### src/resizable_array_block_manager_unit_defines.svh
// Assertion macros used by the block manager datapath.
`ifndef RESIZABLE_ARRAY_BLOCK_MANAGER_UNIT_DEFINES_SVH
`define RESIZABLE_ARRAY_BLOCK_MANAGER_UNIT_DEFINES_SVH

`ifndef SYNTHESIS
`define RABM_ASSERT(lbl, prop, msg) \
	lbl: assert property (@(posedge clk) disable iff (!arst_n) prop) else $error(msg);
`define RABM_ASSERT_NEXT(lbl, ante, cons, msg) \
	`RABM_ASSERT(lbl, (ante) |=> (cons), msg)
`else
`define RABM_ASSERT(lbl, prop, msg)
`define RABM_ASSERT_NEXT(lbl, ante, cons, msg)
`endif

`endif

### src/rabm_pkg.sv
package rabm_pkg;

	localparam int INDEX_BITS = 24;
	localparam int COUNT_W    = INDEX_BITS + 1;
	localparam int CMD_W      = 2;
	localparam int STATUS_W   = 2;
	localparam int BLOCK_W    = 14;
	localparam int OFFSET_W   = 12;
	localparam int SIZE_W     = 13;
	localparam int SB_NUM_W   = 5;
	localparam int POS_W      = 5;
	localparam int IN_DATA_W  = 24;
	localparam int OUT_DATA_W = 96;

	localparam logic [COUNT_W-1:0] FULL_COUNT = COUNT_W'(1) << INDEX_BITS;

	localparam logic [CMD_W-1:0] CMD_GROW   = 2'd0;
	localparam logic [CMD_W-1:0] CMD_SHRINK = 2'd1;
	localparam logic [CMD_W-1:0] CMD_LOCATE = 2'd2;

	localparam logic [STATUS_W-1:0] ST_OK    = 2'd0;
	localparam logic [STATUS_W-1:0] ST_FULL  = 2'd1;
	localparam logic [STATUS_W-1:0] ST_EMPTY = 2'd2;
	localparam logic [STATUS_W-1:0] ST_RANGE = 2'd3;

	typedef struct packed {
		logic capture;
		logic exec;
		logic load;
	} ctrl_cmd_t;

	typedef struct packed {
		logic out_full;
	} dp_stat_t;

endpackage

### src/rabm_ctrl.sv
module rabm_ctrl (
	input  logic                clk,
	input  logic                arst_n,
	input  logic                s_tvalid,
	output logic                s_tready,
	input  logic                m_tready,
	input  rabm_pkg::dp_stat_t  stat,
	output rabm_pkg::ctrl_cmd_t cmd
);
	import rabm_pkg::*;

	typedef enum logic [1:0] {
		S_IDLE,
		S_CALC,
		S_FINISH
	} state_t;

	state_t state_q;
	logic   load_ok;

	assign load_ok     = !stat.out_full || m_tready;
	assign s_tready    = (state_q == S_IDLE);
	assign cmd.capture = s_tvalid && s_tready;
	assign cmd.exec    = (state_q == S_CALC);
	assign cmd.load    = (state_q == S_FINISH) && load_ok;

	always_ff @(posedge clk or negedge arst_n) begin
		if (!arst_n) begin
			state_q <= S_IDLE;
		end else begin
			unique case (state_q)
				S_IDLE: begin
					if (s_tvalid) begin
						state_q <= S_CALC;
					end
				end
				S_CALC: begin
					state_q <= S_FINISH;
				end
				S_FINISH: begin
					if (load_ok) begin
						state_q <= S_IDLE;
					end
				end
				default: begin
					state_q <= S_IDLE;
				end
			endcase
		end
	end

endmodule

### src/rabm_dp.sv
`include "resizable_array_block_manager_unit_defines.svh"

module rabm_dp (
	input  logic                                clk,
	input  logic                                arst_n,
	input  rabm_pkg::ctrl_cmd_t                 cmd,
	output rabm_pkg::dp_stat_t                  stat,
	input  logic [rabm_pkg::CMD_W-1:0]          in_command,
	input  logic [rabm_pkg::INDEX_BITS-1:0]     in_index,
	output logic                                m_tvalid,
	input  logic                                m_tready,
	output logic [rabm_pkg::OUT_DATA_W-1:0]     m_tdata,
	output logic [rabm_pkg::STATUS_W-1:0]       m_tuser
);
	import rabm_pkg::*;

	logic [CMD_W-1:0]      cmd_q;
	logic [INDEX_BITS-1:0] idx_q;

	logic [COUNT_W-1:0]  total_q;
	logic [BLOCK_W-1:0]  cb_q;
	logic [SIZE_W-1:0]   fill_q;
	logic [SIZE_W-1:0]   bcap_q;
	logic [SIZE_W-1:0]   sbf_q;
	logic [SIZE_W-1:0]   sbcap_q;
	logic [SB_NUM_W-1:0] sbn_q;
	logic [BLOCK_W-1:0]  alloc_q;

	logic [COUNT_W-1:0]  n_total;
	logic [BLOCK_W-1:0]  n_cb;
	logic [SIZE_W-1:0]   n_fill;
	logic [SIZE_W-1:0]   n_bcap;
	logic [SIZE_W-1:0]   n_sbf;
	logic [SIZE_W-1:0]   n_sbcap;
	logic [SB_NUM_W-1:0] n_sbn;
	logic [BLOCK_W-1:0]  n_alloc;

	logic [STATUS_W-1:0] n_status;
	logic                n_av;
	logic [BLOCK_W-1:0]  n_ab;
	logic [SIZE_W-1:0]   n_as;
	logic                n_fv;
	logic [BLOCK_W-1:0]  n_fb;
	logic [COUNT_W-1:0]  n_r;
	logic [POS_W-1:0]    n_k;

	logic [STATUS_W-1:0] res_status_q;
	logic                res_av_q;
	logic [BLOCK_W-1:0]  res_ab_q;
	logic [SIZE_W-1:0]   res_as_q;
	logic                res_fv_q;
	logic [BLOCK_W-1:0]  res_fb_q;
	logic [COUNT_W-1:0]  r_q;
	logic [POS_W-1:0]    k_q;

	logic [POS_W-1:0]    hi;
	logic [POS_W-1:0]    lo_unused_free;
	logic [COUNT_W-1:0]  one_hi;
	logic [COUNT_W-1:0]  loc_block;
	logic [COUNT_W-1:0]  loc_offset;
	logic                loc_hit;

	logic                out_valid_q;
	logic [STATUS_W-1:0] o_status_q;
	logic [BLOCK_W-1:0]  o_block_q;
	logic [OFFSET_W-1:0] o_offset_q;
	logic [COUNT_W-1:0]  o_count_q;
	logic                o_av_q;
	logic [BLOCK_W-1:0]  o_ab_q;
	logic [SIZE_W-1:0]   o_as_q;
	logic                o_fv_q;
	logic [BLOCK_W-1:0]  o_fb_q;

	always_comb begin
		n_total  = total_q;
		n_cb     = cb_q;
		n_fill   = fill_q;
		n_bcap   = bcap_q;
		n_sbf    = sbf_q;
		n_sbcap  = sbcap_q;
		n_sbn    = sbn_q;
		n_alloc  = alloc_q;
		n_status = ST_OK;
		n_av     = 1'b0;
		n_ab     = '0;
		n_as     = '0;
		n_fv     = 1'b0;
		n_fb     = '0;
		unique case (cmd_q)
			CMD_GROW: begin
				if (total_q >= FULL_COUNT) begin
					n_status = ST_FULL;
				end else begin
					if (fill_q >= bcap_q) begin
						if (sbf_q >= sbcap_q) begin
							n_sbn = sbn_q + SB_NUM_W'(1);
							if (n_sbn[0]) begin
								n_bcap = {bcap_q[SIZE_W-2:0], 1'b0};
							end else begin
								n_sbcap = {sbcap_q[SIZE_W-2:0], 1'b0};
							end
							n_sbf = '0;
						end
						if ({1'b0, alloc_q} == {1'b0, cb_q} + (BLOCK_W+1)'(1)) begin
							n_av    = 1'b1;
							n_ab    = cb_q + BLOCK_W'(1);
							n_as    = n_bcap;
							n_alloc = alloc_q + BLOCK_W'(1);
						end
						n_cb   = cb_q + BLOCK_W'(1);
						n_sbf  = n_sbf + SIZE_W'(1);
						n_fill = '0;
					end
					n_total = total_q + COUNT_W'(1);
					n_fill  = n_fill + SIZE_W'(1);
				end
			end
			CMD_SHRINK: begin
				if (total_q == '0) begin
					n_status = ST_EMPTY;
				end else begin
					n_total = total_q - COUNT_W'(1);
					if (fill_q != '0) begin
						n_fill = fill_q - SIZE_W'(1);
					end
					if (n_fill == '0) begin
						if ({1'b0, alloc_q} == {1'b0, cb_q} + (BLOCK_W+1)'(2)) begin
							n_fv    = 1'b1;
							n_fb    = cb_q + BLOCK_W'(1);
							n_alloc = alloc_q - BLOCK_W'(1);
						end
						if (cb_q != '0) begin
							n_cb = cb_q - BLOCK_W'(1);
							if (sbf_q != '0) begin
								n_sbf = sbf_q - SIZE_W'(1);
							end
							if (n_sbf == '0 && sbn_q != '0) begin
								// Undo the doubling made when the superblock was entered.
								if (sbn_q[0]) begin
									if (bcap_q > SIZE_W'(1)) begin
										n_bcap = bcap_q >> 1;
									end
								end else begin
									if (sbcap_q > SIZE_W'(1)) begin
										n_sbcap = sbcap_q >> 1;
									end
								end
								n_sbn = sbn_q - SB_NUM_W'(1);
								n_sbf = n_sbcap;
							end
							n_fill = n_bcap;
						end
					end
				end
			end
			CMD_LOCATE: begin
				if ({1'b0, idx_q} >= total_q) begin
					n_status = ST_RANGE;
				end
			end
			default: begin
			end
		endcase
	end

	always_comb begin
		n_r = {1'b0, idx_q} + COUNT_W'(1);
		n_k = '0;
		for (int b = 0; b < COUNT_W; b++) begin
			if (n_r[b]) begin
				n_k = POS_W'(b);
			end
		end
	end

	// Block number is (r >> hi) + 2^hi - 2, offset is the low hi bits of r.
	assign hi             = (k_q + POS_W'(1)) >> 1;
	assign lo_unused_free = '0;
	assign one_hi         = COUNT_W'(1) << hi;
	assign loc_block      = (r_q >> hi) + one_hi - COUNT_W'(2) + COUNT_W'(lo_unused_free);
	assign loc_offset     = r_q & (one_hi - COUNT_W'(1));
	assign loc_hit        = (cmd_q == CMD_LOCATE) && (res_status_q == ST_OK);

	always_ff @(posedge clk or negedge arst_n) begin
		if (!arst_n) begin
			total_q <= '0;
			cb_q    <= '0;
			fill_q  <= '0;
			bcap_q  <= SIZE_W'(1);
			sbf_q   <= SIZE_W'(1);
			sbcap_q <= SIZE_W'(1);
			sbn_q   <= '0;
			alloc_q <= BLOCK_W'(1);
		end else if (cmd.exec) begin
			total_q <= n_total;
			cb_q    <= n_cb;
			fill_q  <= n_fill;
			bcap_q  <= n_bcap;
			sbf_q   <= n_sbf;
			sbcap_q <= n_sbcap;
			sbn_q   <= n_sbn;
			alloc_q <= n_alloc;
		end
	end

	always_ff @(posedge clk) begin
		if (cmd.capture) begin
			cmd_q <= in_command;
			idx_q <= in_index;
		end
		if (cmd.exec) begin
			res_status_q <= n_status;
			res_av_q     <= n_av;
			res_ab_q     <= n_ab;
			res_as_q     <= n_as;
			res_fv_q     <= n_fv;
			res_fb_q     <= n_fb;
			r_q          <= n_r;
			k_q          <= n_k;
		end
		if (cmd.load) begin
			o_status_q <= res_status_q;
			o_block_q  <= loc_hit ? loc_block[BLOCK_W-1:0] : '0;
			o_offset_q <= loc_hit ? loc_offset[OFFSET_W-1:0] : '0;
			o_count_q  <= total_q;
			o_av_q     <= res_av_q;
			o_ab_q     <= res_ab_q;
			o_as_q     <= res_as_q;
			o_fv_q     <= res_fv_q;
			o_fb_q     <= res_fb_q;
		end
	end

	always_ff @(posedge clk or negedge arst_n) begin
		if (!arst_n) begin
			out_valid_q <= 1'b0;
		end else if (cmd.load) begin
			out_valid_q <= 1'b1;
		end else if (m_tready) begin
			out_valid_q <= 1'b0;
		end
	end

	assign stat.out_full = out_valid_q;
	assign m_tvalid      = out_valid_q;
	assign m_tuser       = o_status_q;
	assign m_tdata       = {2'b00, o_fb_q, o_fv_q, o_as_q, o_ab_q, o_av_q,
		o_count_q, o_offset_q, o_block_q};

	`RABM_ASSERT(a_spare_block, (alloc_q == cb_q + BLOCK_W'(1)) || (alloc_q == cb_q + BLOCK_W'(2)), "allocated block count lost track of the current block")
	`RABM_ASSERT(a_fill_bound, fill_q <= bcap_q, "current block fill exceeds its capacity")
	`RABM_ASSERT_NEXT(a_load_shows, cmd.load, out_valid_q, "loaded result is not presented")

endmodule

### src/resizable_array_block_manager_unit.sv
// Channel  Direction  Transfer contents
// s_*      in         tuser[1:0] command; tdata[23:0] element_index
// m_*      out        tuser[1:0] status; tdata block number, offset, count, alloc, free
//
// A command passes through three steps: accept, state update with leading-one detect,
// then address computation and load of the output register.
// A new command is accepted only after the previous one has loaded the output register.
// Asynchronous reset leaves an empty array with block zero preallocated.
// The final cycle holds while the output register is full and not taken.
module resizable_array_block_manager_unit (
	input  logic                                clk,
	input  logic                                arst_n,
	input  logic                                s_tvalid,
	output logic                                s_tready,
	// [23:0] element_index
	input  logic [rabm_pkg::IN_DATA_W-1:0]      s_tdata,
	// [1:0] command
	input  logic [rabm_pkg::CMD_W-1:0]          s_tuser,
	output logic                                m_tvalid,
	input  logic                                m_tready,
	// [13:0] block_number, [25:14] block_offset, [50:26] element_count,
	// [51] alloc_valid, [65:52] alloc_block, [78:66] alloc_size,
	// [79] free_valid, [93:80] free_block, [95:94] zero
	output logic [rabm_pkg::OUT_DATA_W-1:0]     m_tdata,
	// [1:0] status
	output logic [rabm_pkg::STATUS_W-1:0]       m_tuser
);
	import rabm_pkg::*;

	ctrl_cmd_t ctl;
	dp_stat_t  stat;

	rabm_ctrl u_ctrl (
		.clk      (clk),
		.arst_n   (arst_n),
		.s_tvalid (s_tvalid),
		.s_tready (s_tready),
		.m_tready (m_tready),
		.stat     (stat),
		.cmd      (ctl)
	);

	rabm_dp u_dp (
		.clk        (clk),
		.arst_n     (arst_n),
		.cmd        (ctl),
		.stat       (stat),
		.in_command (s_tuser),
		.in_index   (s_tdata[INDEX_BITS-1:0]),
		.m_tvalid   (m_tvalid),
		.m_tready   (m_tready),
		.m_tdata    (m_tdata),
		.m_tuser    (m_tuser)
	);

endmodule
### config.mk
export PLATFORM = sky130hd
export DESIGN_NAME = resizable_array_block_manager_unit
export DESIGN_NICKNAME = d
export VERILOG_FILES = /design/src/rabm_pkg.sv /design/src/rabm_ctrl.sv /design/src/rabm_dp.sv /design/src/resizable_array_block_manager_unit.sv
export VERILOG_INCLUDE_DIRS = /design/src /design/src/src
export SDC_FILE = /design/constraint.sdc
export NUM_CORES = 1
export LEC_CHECK = 0
export BUFFER_PORTS_ARGS = -buffer_cell sky130_fd_sc_hd__buf_4
export CORE_MARGIN = 2
export CORE_UTILIZATION = 35
export DETAILED_ROUTE_END_ITERATION = 10
export PLACE_DENSITY_LB_ADDON = 0.12
export SYNTH_ARGS = -nofsm -noshare
export SYNTH_HDL_FRONTEND = slang
export SYNTH_SLANG_ARGS = --single-unit
### constraint.sdc
create_clock -name clk -period 7.6 [get_ports clk]
set_input_delay 0.76 -clock clk [delete_from_list [all_inputs] [get_ports clk]]
set_output_delay 0.76 -clock clk [all_outputs]
set_load 0.01 [all_outputs]
* Word level (Yosys, flattened, before mapping)
Cells that the tools add are included.
** Cells by class
- Multiplexer cells :: 107
- Add/subtract/negate cells :: 19
- Eq/ne operators :: 18
- Bitwise gates (word level) :: 7
- Reduce and logical (&&, ||, !) cells :: 29
- Order comparisons :: 6
- Shifts and indexed selects :: 2
** Operator list (count)
- $mux 13 :: 45
- $mux 14 :: 11
- $pmux 13 s2 :: 4
- $mux 4 :: 16
- $pmux 14 s2 :: 2
- $mux 25 :: 2
- $pmux 25 s2 :: 1
- $mux 5 :: 7
- $eq 14x15->1 :: 2
- $add 14x1->14 const B :: 2
- $sub 14x1->14 const B :: 2
- $add 13x1->13 const B :: 2
- $ge 13x13->1 :: 2
- $gt 13x1->1 const B :: 2
- $logic_not 13->1 :: 2
- $reduce_bool 13->1 :: 2
- $sub 13x1->13 const B :: 2
- $add 24x1->25 const B :: 1
- $add 25x1->25 const B :: 1
- $ge 24x25->1 :: 1
- $ge 25x25->1 const B :: 1
- $logic_not 25->1 :: 1
- $shr 25x4->14 :: 1
- $sub 25x1->25 const B :: 1
- other kinds (35) :: 75
** Word-level totals
- Register bits after elaboration :: 310
- Logic and storage cells :: 218
- Output and inout port bits :: 100

* Longest topological paths before layout
Gate-level depths: netlist (run 1).
- Depth in word-level cells :: 24
- Mapped depth :: 22
- Gate-level depth less buffers :: 20

* Cells and area by module
Synthesis (run 1) repeated with hierarchy kept, for this count alone.
** Unflattened totals
- Cell total of the unflattened synthesis :: 2063
- Area, all modules :: 20093.0 sq um
** Modules (own cells, without submodules)
- rabm_dp :: sequential area each 8698.3 sq um, instances 1, area each 19989.2 sq um, cells an instance 2053
- rabm_ctrl :: sequential area each 50.0 sq um, instances 1, area each 103.8 sq um, cells an instance 10

* Worst setup path before layout (run 1)
Ideal clock, no wire load.
- Path type :: input-to-reg
- Start :: input port m_tready
- End :: register u_dp.o_status_q[0], in the netlist u_dp.m_tuser[0] (enable)
- Setup time :: 563 ps
- Data arrival time :: 5137 ps
- Buffers on the path :: 0
- Slack :: 1900 ps
- Cell stages on the path :: 2
- Cells stage by stage :: nand2b_1 > nor2b_1
** RTL lines
- start, declared :: line resizable_array_block_manager_unit.sv:20 : input logic m_tready,
- end signal, assigned :: line rabm_dp.sv:222 : o_status_q <= res_status_q;
- end, declared :: line rabm_dp.sv:64 : logic [STATUS_W-1:0] o_status_q;

* Worst setup path after layout (run 1)
- Start :: register u_dp.k_q[0]
- End :: register u_dp.o_block_q[13] (data pin)
** On the way
- Cells in the longest elaborated chain, start to end :: 4
- Elaborated cells on any way between the ends :: 5
- Those cells by class :: add/sub (3); shift (2)
** RTL lines
- start, declared :: line rabm_dp.sv:54 : logic [POS_W-1:0] k_q;
- start signal, assigned :: line rabm_dp.sv:219 : k_q <= n_k;
- $add 5x1->5 (*) :: line rabm_dp.sv:177 : assign hi = (k_q + POS_W'(1)) >> 1;
- $shr 25x4->14 or $shl 1x4->14 (tied branches) :: line rabm_dp.sv:180, rabm_dp.sv:179
- $add 14x14->14 (*) :: line rabm_dp.sv:180 : assign loc_block = (r_q >> hi) + one_hi - COUNT_W'(2) + COUNT_W'(lo_unused_free);
- $sub 14x2->14 (*) :: line rabm_dp.sv:180
- end signal, assigned :: line rabm_dp.sv:223 : o_block_q <= loc_hit ? loc_block[BLOCK_W-1:0] : '0;
- end, declared :: line rabm_dp.sv:65 : logic [BLOCK_W-1:0] o_block_q;
Mark *: on every way between the ends. The rest lies on a longest branch, timed or not.
A chain may end at the register's enable or synchronous reset.

==> metrics.csv, run 1 <==
stage,metric,value,unit
outcome,status,"finished, final reports clean",
synth,synthFlopType,edfxtp_1,
critical_path,cp_max_fo,31,
synth,yosysWarnings,0,
final_layout,multi_input_area,0.0106,mm^2
power,swShare,42.5,%
synth,synth_cell_types,97,
sta,slew_headroom,28.4,%
synth,ys_ff_latch,310,
routing,drc_errors,0,
place,dp_hpwl,41600,um
power,seqPwrFrac,32.8,%
global_route,grt_pass1_wl,89800,um
global_route,grt_max_degree,76,
clock_tree,clock-sinks,310,
final_layout,final_cell_mix,"edfxtp_1 (197), nand2_1 (176), nor2_1 (175)",
clock_tree,cts_made_buffers,39,
final_layout,fin_area,0.0232,mm^2
place,io_buffers,127,
routing,dr.pass1.iters,6,
sta,final_hold_viol_count,0,
clock_tree,worstSkewPairLatency,0.57,ns
critical_path,cp.arrival,5.41,ns
sta,fin_crit_sh,67.6,%
sta,fin_skew,0.0260,ns
power,p_switching,0.00372,W
global_route,global_route.overflow_total,0,
sta,rsz0062_at_grt,no,
sta,worst_pin_slew,1.07,ns
routing,wl,56900,um
floorplanning,die_h,245,um
critical_path,worstReg2RegStart,u_dp.k_q[0]$_SDFFCE_PP0P_,
routing,antenna_left,0,
sta,min_period,5.14,ns
floorplanning,row_count,88,
synth,syn_inst,2110,
synth,synth_area,0.0203,mm^2
power,irDropWorstVdd,0.188,mV
global_route,grt_pass1_vias,15703,
clock_tree,cts_max_level,2,
critical_path,r2r_slack,2.46,ns
floorplanning,initial_core_util,35.3,%
routing,avgRoutedWirePerCell,19.1,um
clock_tree,ctsRootBufferMaster,clkbuf_16,
synth,synth.avg_cell_area,9.62,um^2
clock_tree,tritoncts,done,
clock_tree,ctsResizeCount,0,
critical_path,worst_setup_path_start_kind,register,
critical_path,startpoint,u_dp.k_q[0]$_SDFFCE_PP0P_,
synth,synth-seq-area-share,43.1,%
critical_path,r2r_end,u_dp.o_block_q[13]$_SDFFCE_PN0P_,
power,p_leak,9.29,nW
final_layout,nFillCells,5654,
critical_path,worstPathRequired,7.88,ns
sta,setup_violations,0,
place,postPlaceCellArea,0.0219,mm^2
final_layout,nNetsFinal,2340,
sta,fmax,195,MHz
clock_tree,cts_setup_buffers,0,
clock_tree,clockBufferDepth,3,
job,drv_cap,0,
final_layout,final-seq-area,0.00875,mm^2
power,power.total,0.00875,W
routing,drtIter0Drc,1227,
final_layout,diodes,0,
synth,synth_edf_count,197,
critical_path,path_class,register to register,
clock_tree,holdBufCountCts,0,
floorplanning,ioPinCount,130,
final_layout,drive_gt1_share,11.8,%
final_layout,fin_cells,2977,
floorplanning,core,0.0575,mm^2
place,gp_congestion,0.900,
sta,setup_ws,2.46,ns
power,power_density,377,mW/mm^2
critical_path,end_kind,register,
global_route,grt_usage,18.8,%
place,post-place-ws,2.51,ns
critical_path,crit_end,u_dp.o_block_q[13]$_SDFFCE_PN0P_,
final_layout,final_common_cell,edfxtp_1,
clock_tree,cts.reportedPaths.clkPinSlew,0.06,ns
critical_path,reg2reg_depth,20,
floorplanning,die-area,0.0599,mm^2
power,internal_power,0.00503,W
floorplanning,die_w,245,um
global_route,antenna_found_initial,0,
place,placedCellCount,2905,
final_layout,layout-area-overhead-vs-synth,14.4,%
sta,tns,0,ns
power,pwr-share-clk,21.3,%
sta,final_max_slew_viol_count,0,
min_path,hp-class,input port to async pin,
power,combPwrFrac,45.9,%
synth,async_reset_ff_share,36.5,%
routing,vias,16312,
routing,viasPerCell,5.48,
==> synthesized netlist by cell type (14+ instances only) <==
master     instances  area share, %
buf_1             15           0.28
o22ai_1           28           0.86
a21oi_1          101            2.5
nor2b_1           25           0.77
a21o_1            24           0.89
xor2_1            52            2.2
a211oi_1          21           0.78
xnor2_1           78            3.4
o21a_1            19           0.70
buf_2             18           0.44
nor2_1           175            3.2
edfxtp_1         197             29
and3_1            26           0.80
a2bb2oi_1         16           0.69
nor3_1            72            1.8
dfrtp_1          109             13
mux2i_1           76            3.7
o21ai_0          123            3.0
nand3_1           75            1.8
nand2_1          176            3.3
and2_1            14           0.43
nand4_1           43            1.3
clkbuf_1          80            1.5
nand2b_1          16           0.49
o31ai_1           17           0.63
a31oi_1           18           0.55
inv_1            123            2.3
ha_1             126            7.8
nor4_1            33            1.0
==> critical path: stages, from the launching register on <==
cell       delay, ns
edfxtp_1        0.39
ha_1            0.31
xor2_4          0.88
mux2i_1         0.25
mux2i_1         0.28
mux2i_1         0.13
o21ai_0         0.19
o221ai_1        0.15
ha_1            0.31
inv_1           0.06
ha_1            0.16
inv_1           0.06
fa_1            0.37
nor2b_1         0.17
o21a_1          0.15
o21ai_0         0.12
a21oi_1         0.25
o2111ai_1       0.20
a31oi_1         0.20
xnor2_1         0.14
nor2_1          0.05
==> flip-flops by register name (all words and copies together), names as in the netlist, 24 cells and up <==
name	cells
u_dp.idx_q	24
u_dp.o_count_q	25
u_dp.r_q	25
u_dp.total_q	25
==> power by group through the flow <==
stage	clock, W	sequential [W]	combinational [W]
6_report	0.00186	0.00287	0.00402
5_1_grt	0.00199	0.00294	0.00452
4_1_cts	0.00192	0.00287	0.00403
3_5_place_dp	0	0.00290	0.00400
3_3_place_gp	0	0.00290	0.00397
2_1_floorplan	0	0.00261	0.00312
==> metrics by stage <==
step / utilization (%) / hold WS, ns
6_report: 40.4 / 0.310
2_1_floorplan: - / 0.400
5_1_grt: 40.4 / 0.341
4_1_cts: 40.4 / 0.330
3_5_place_dp: 38.1 / 0.405
3_3_place_gp: 38.1 / 0.403
==> layer usage <==
layer  global-route usage (%)  vias up  share of wire, %
met4                     6.10        0               2.7
met1                     26.5     7845                47
met5                        0        -                 0
met3                     2.93       93               5.2
met2                     29.5      442                45
li1                         -     7932                 -
==> cells by family (layout without fill, tap and decap cells) <==
| group | after synthesis | count (layout) | share of synthesized area, % |
|---|---|---|---|
| XOR/XNOR | 130 | 130 | 5.61 |
| other | 1 | 2 | 0.0185 |
| AO/OA/AOI/OAI | 472 | 472 | 15.5 |
| buffers and inverters | 247 | 348 | 4.92 |
| multiplexers | 91 | 91 | 4.69 |
| adder cells (fa/ha/maj) | 129 | 129 | 8.06 |
| AND/OR/NAND/NOR | 730 | 730 | 18.1 |
| flip-flops | 310 | 310 | 43.1 |
==> worst min path at each step <==
| stage | depth (start not counted) | to |
|---|---|---|
| finish | 1 | u_dp.sbcap_q[9]$_DFFE_PN0P_ |
| global route | 1 | u_dp.idx_q[0]$_DFFE_PP_ |
| CTS | 1 | u_dp.sbcap_q[9]$_DFFE_PN0P_ |
| detailed placement | 0 | u_dp.o_ab_q[12]$_DFFE_PP_ |
| global placement | 0 | u_dp.o_ab_q[13]$_DFFE_PP_ |
| floorplan | 0 | u_dp.o_ab_q[0]$_DFFE_PP_ |
==> cell type report <==
cell class                 instances  share of cell area (%)
clock buffer                      53                    4.83
sequential                       310                    37.7
timing repair buffer             152                    4.92
inverter                         124                    2.00
multi-input combinational       1554                    45.7
tap                              765                    4.12
clock inverter                    19                   0.760
(Power assumes the default switching activity.)
==> run 2, diff against run 1 <==
==> constraint.sdc (replaced) <==
create_clock -name clk -period 4.9 [get_ports clk]
set_input_delay 0.49 -clock clk [delete_from_list [all_inputs] [get_ports clk]]
set_output_delay 0.49 -clock clk [all_outputs]
set_load 0.01 [all_outputs]
==> metrics.csv, run 2 (synthesized netlist as in run 1, its figures left out) <==
stage,metric,value,unit
clock_tree,ctsRootBufferMaster,clkbuf_16,
place,postPlaceCellArea,0.0221,mm^2
outcome,status,"finished, final reports clean",
sta,fin_skew,0.0229,ns
sta,holdWs,0.00847,ns
critical_path,end_kind,register,
job,drv_cap,0,
routing,avgRoutedWirePerCell,19.2,um
routing,antenna_left,0,
routing,wl,57500,um
global_route,global_route.overflow_total,0,
sta,fmax,223,MHz
sta,rsz0062_at_grt,no,
final_layout,final_common_cell,edfxtp_1,
critical_path,cp_max_fo,31,
final_layout,reg_top3,"u_dp.o_count_q: 25 flops, u_dp.r_q: 25 flops, u_dp.total_q: 25 flops",
routing,drc_errors,0,
critical_path,worstPathRequired,5.17,ns
routing,vias,16278,
floorplanning,ioPinCount,130,
place,gp_congestion,0.882,
floorplanning,core,0.0575,mm^2
clock_tree,cts_made_buffers,39,
clock_tree,tritoncts,done,
sta,fin_crit_sh,91.7,%
floorplanning,die_w,245,um
final_layout,fin_area,0.0233,mm^2
clock_tree,cts_max_level,2,
sta,tns,0,ns
min_path,hp-class,input port to async pin,
place,placedCellCount,2922,
final_layout,fin_cells,2991,
critical_path,worst_setup_path_start_kind,register,
sta,worst_pin_slew,1.02,ns
power,power_density,586,mW/mm^2
clock_tree,ctsResizeCount,0,
final_layout,drive_gt1_share,12.3,%
sta,min_period,4.49,ns
clock_tree,cts_setup_buffers,0,
critical_path,path_class,register to register,
clock_tree,holdBufCountCts,0,
global_route,antenna_found_initial,0,
global_route,grt_usage,19.1,%
clock_tree,worstSkewPairLatency,0.56,ns
floorplanning,row_count,88,
global_route,grt_max_degree,65,
place,dp_hpwl,42400,um
clock_tree,cts.reportedPaths.clkPinSlew,0.06,ns
final_layout,diodes,0,
floorplanning,die-area,0.0599,mm^2
final_layout,layout-area-overhead-vs-synth,15.0,%
global_route,grt_pass1_wl,90800,um
floorplanning,initial_core_util,35.3,%
routing,dr.pass1.iters,5,
final_layout,final_cell_mix,"edfxtp_1 (197), nand2_1 (176), nor2_1 (175)",
clock_tree,clock-sinks,310,
clock_tree,clockBufferDepth,3,
global_route,grt_pass1_vias,15914,
routing,viasPerCell,5.44,
sta,final_max_slew_viol_count,0,
power,p_leak,9.38,nW
routing,drtIter0Drc,1190,
floorplanning,die_h,245,um
sta,final_hold_viol_count,0,
power,irDropWorstVdd,0.278,mV
critical_path,cp.arrival,4.77,ns
place,io_buffers,127,
final_layout,nNetsFinal,2357,
sta,setup_violations,0,
sta,slew_headroom,31.4,%
## run 2: cell types whose count changed in the layout (fill, tap and decap cells not counted), sizes merged
cell / delta
buf: +17
bufinv: +3
clkinv: -1
inv: +1
clkbuf: -3
clkinvlp: -3
## run 2: routing by layer
layer / up-vias / part of all wire [%] / GRT usage [%]
li1: 7929 / - / -
met1: 7857 / 47 / 26.9
met2: 394 / 45 / 30.1
met3: 98 / 4.7 / 2.89
met4: 0 / 2.7 / 6.19
met5: - / 0 / 0
## run 2: per-stage QoR
| stage | worst slack, ns | total power, W | util [%] |
|---|---|---|---|
| 5_1_grt | 0.0552 | 0.0147 | 40.6 |
| 2_1_floorplan | 0.0481 | 0.00888 | - |
| 4_1_cts | 0.411 | 0.0138 | 40.6 |
| 3_5_place_dp | 0.426 | 0.0108 | 38.4 |
| 3_3_place_gp | 0.519 | 0.0108 | 38.4 |
| 6_report | 0.407 | 0.0137 | 40.6 |
## run 2: layout make-up
cell class | instances | area (um^2)
fill | 5718 | 34100
multi-input combinational | 1554 | 10600
sequential | 310 | 8750
timing repair buffer | 169 | 1290
clock buffer | 50 | 1040
tap | 765 | 957
inverter | 124 | 465
clock inverter | 19 | 240
## run 2: final timing paths
check	from	to	slack, ns	cells after the start
max in group asynchronous	arst_n	u_dp.total_q[7]$_DFFE_PN0P_	3.73	2
min in group clk	s_tdata[0]	u_dp.idx_q[0]$_DFFE_PP_	0.11	1
setup / recovery	u_dp.k_q[0]$_SDFFCE_PP0P_	u_dp.o_block_q[12]$_SDFFCE_PN0P_	0.41	19
setup reg to reg	u_dp.k_q[0]$_SDFFCE_PP0P_	u_dp.o_block_q[12]$_SDFFCE_PN0P_	0.41	19
hold / removal	arst_n	u_dp.sbcap_q[10]$_DFFE_PN0P_	0.008	1
hold reg to reg	u_dp.res_as_q[6]$_SDFFCE_PP0P_	u_dp.o_as_q[6]$_DFFE_PP_	0.40	0
## run 2: worst max-delay path, stage by stage, from the launching register on
cell,delay [ns]
edfxtp_1,0.39
ha_1,0.31
xor2_4,0.21
buf_12,0.23
mux2i_1,0.28
mux2i_1,0.14
o211ai_1,0.18
o21ai_0,0.12
o221ai_1,0.09
ha_1,0.24
inv_1,0.07
ha_1,0.27
a21o_1,0.18
a21oi_1,0.23
o21bai_1,0.13
a2111o_1,0.44
a41oi_1,0.30
o21ai_0,0.16
xnor2_1,0.15
nor2_1,0.06
## run 2: report_power, final
group	total, W	switching [W]	internal (W)
Sequential	0.00442	0.000900	0.00352
Clock	0.00290	0.00114	0.00176
Combinational	0.00638	0.00375	0.00263
Total	0.0137	0.00579	0.00791
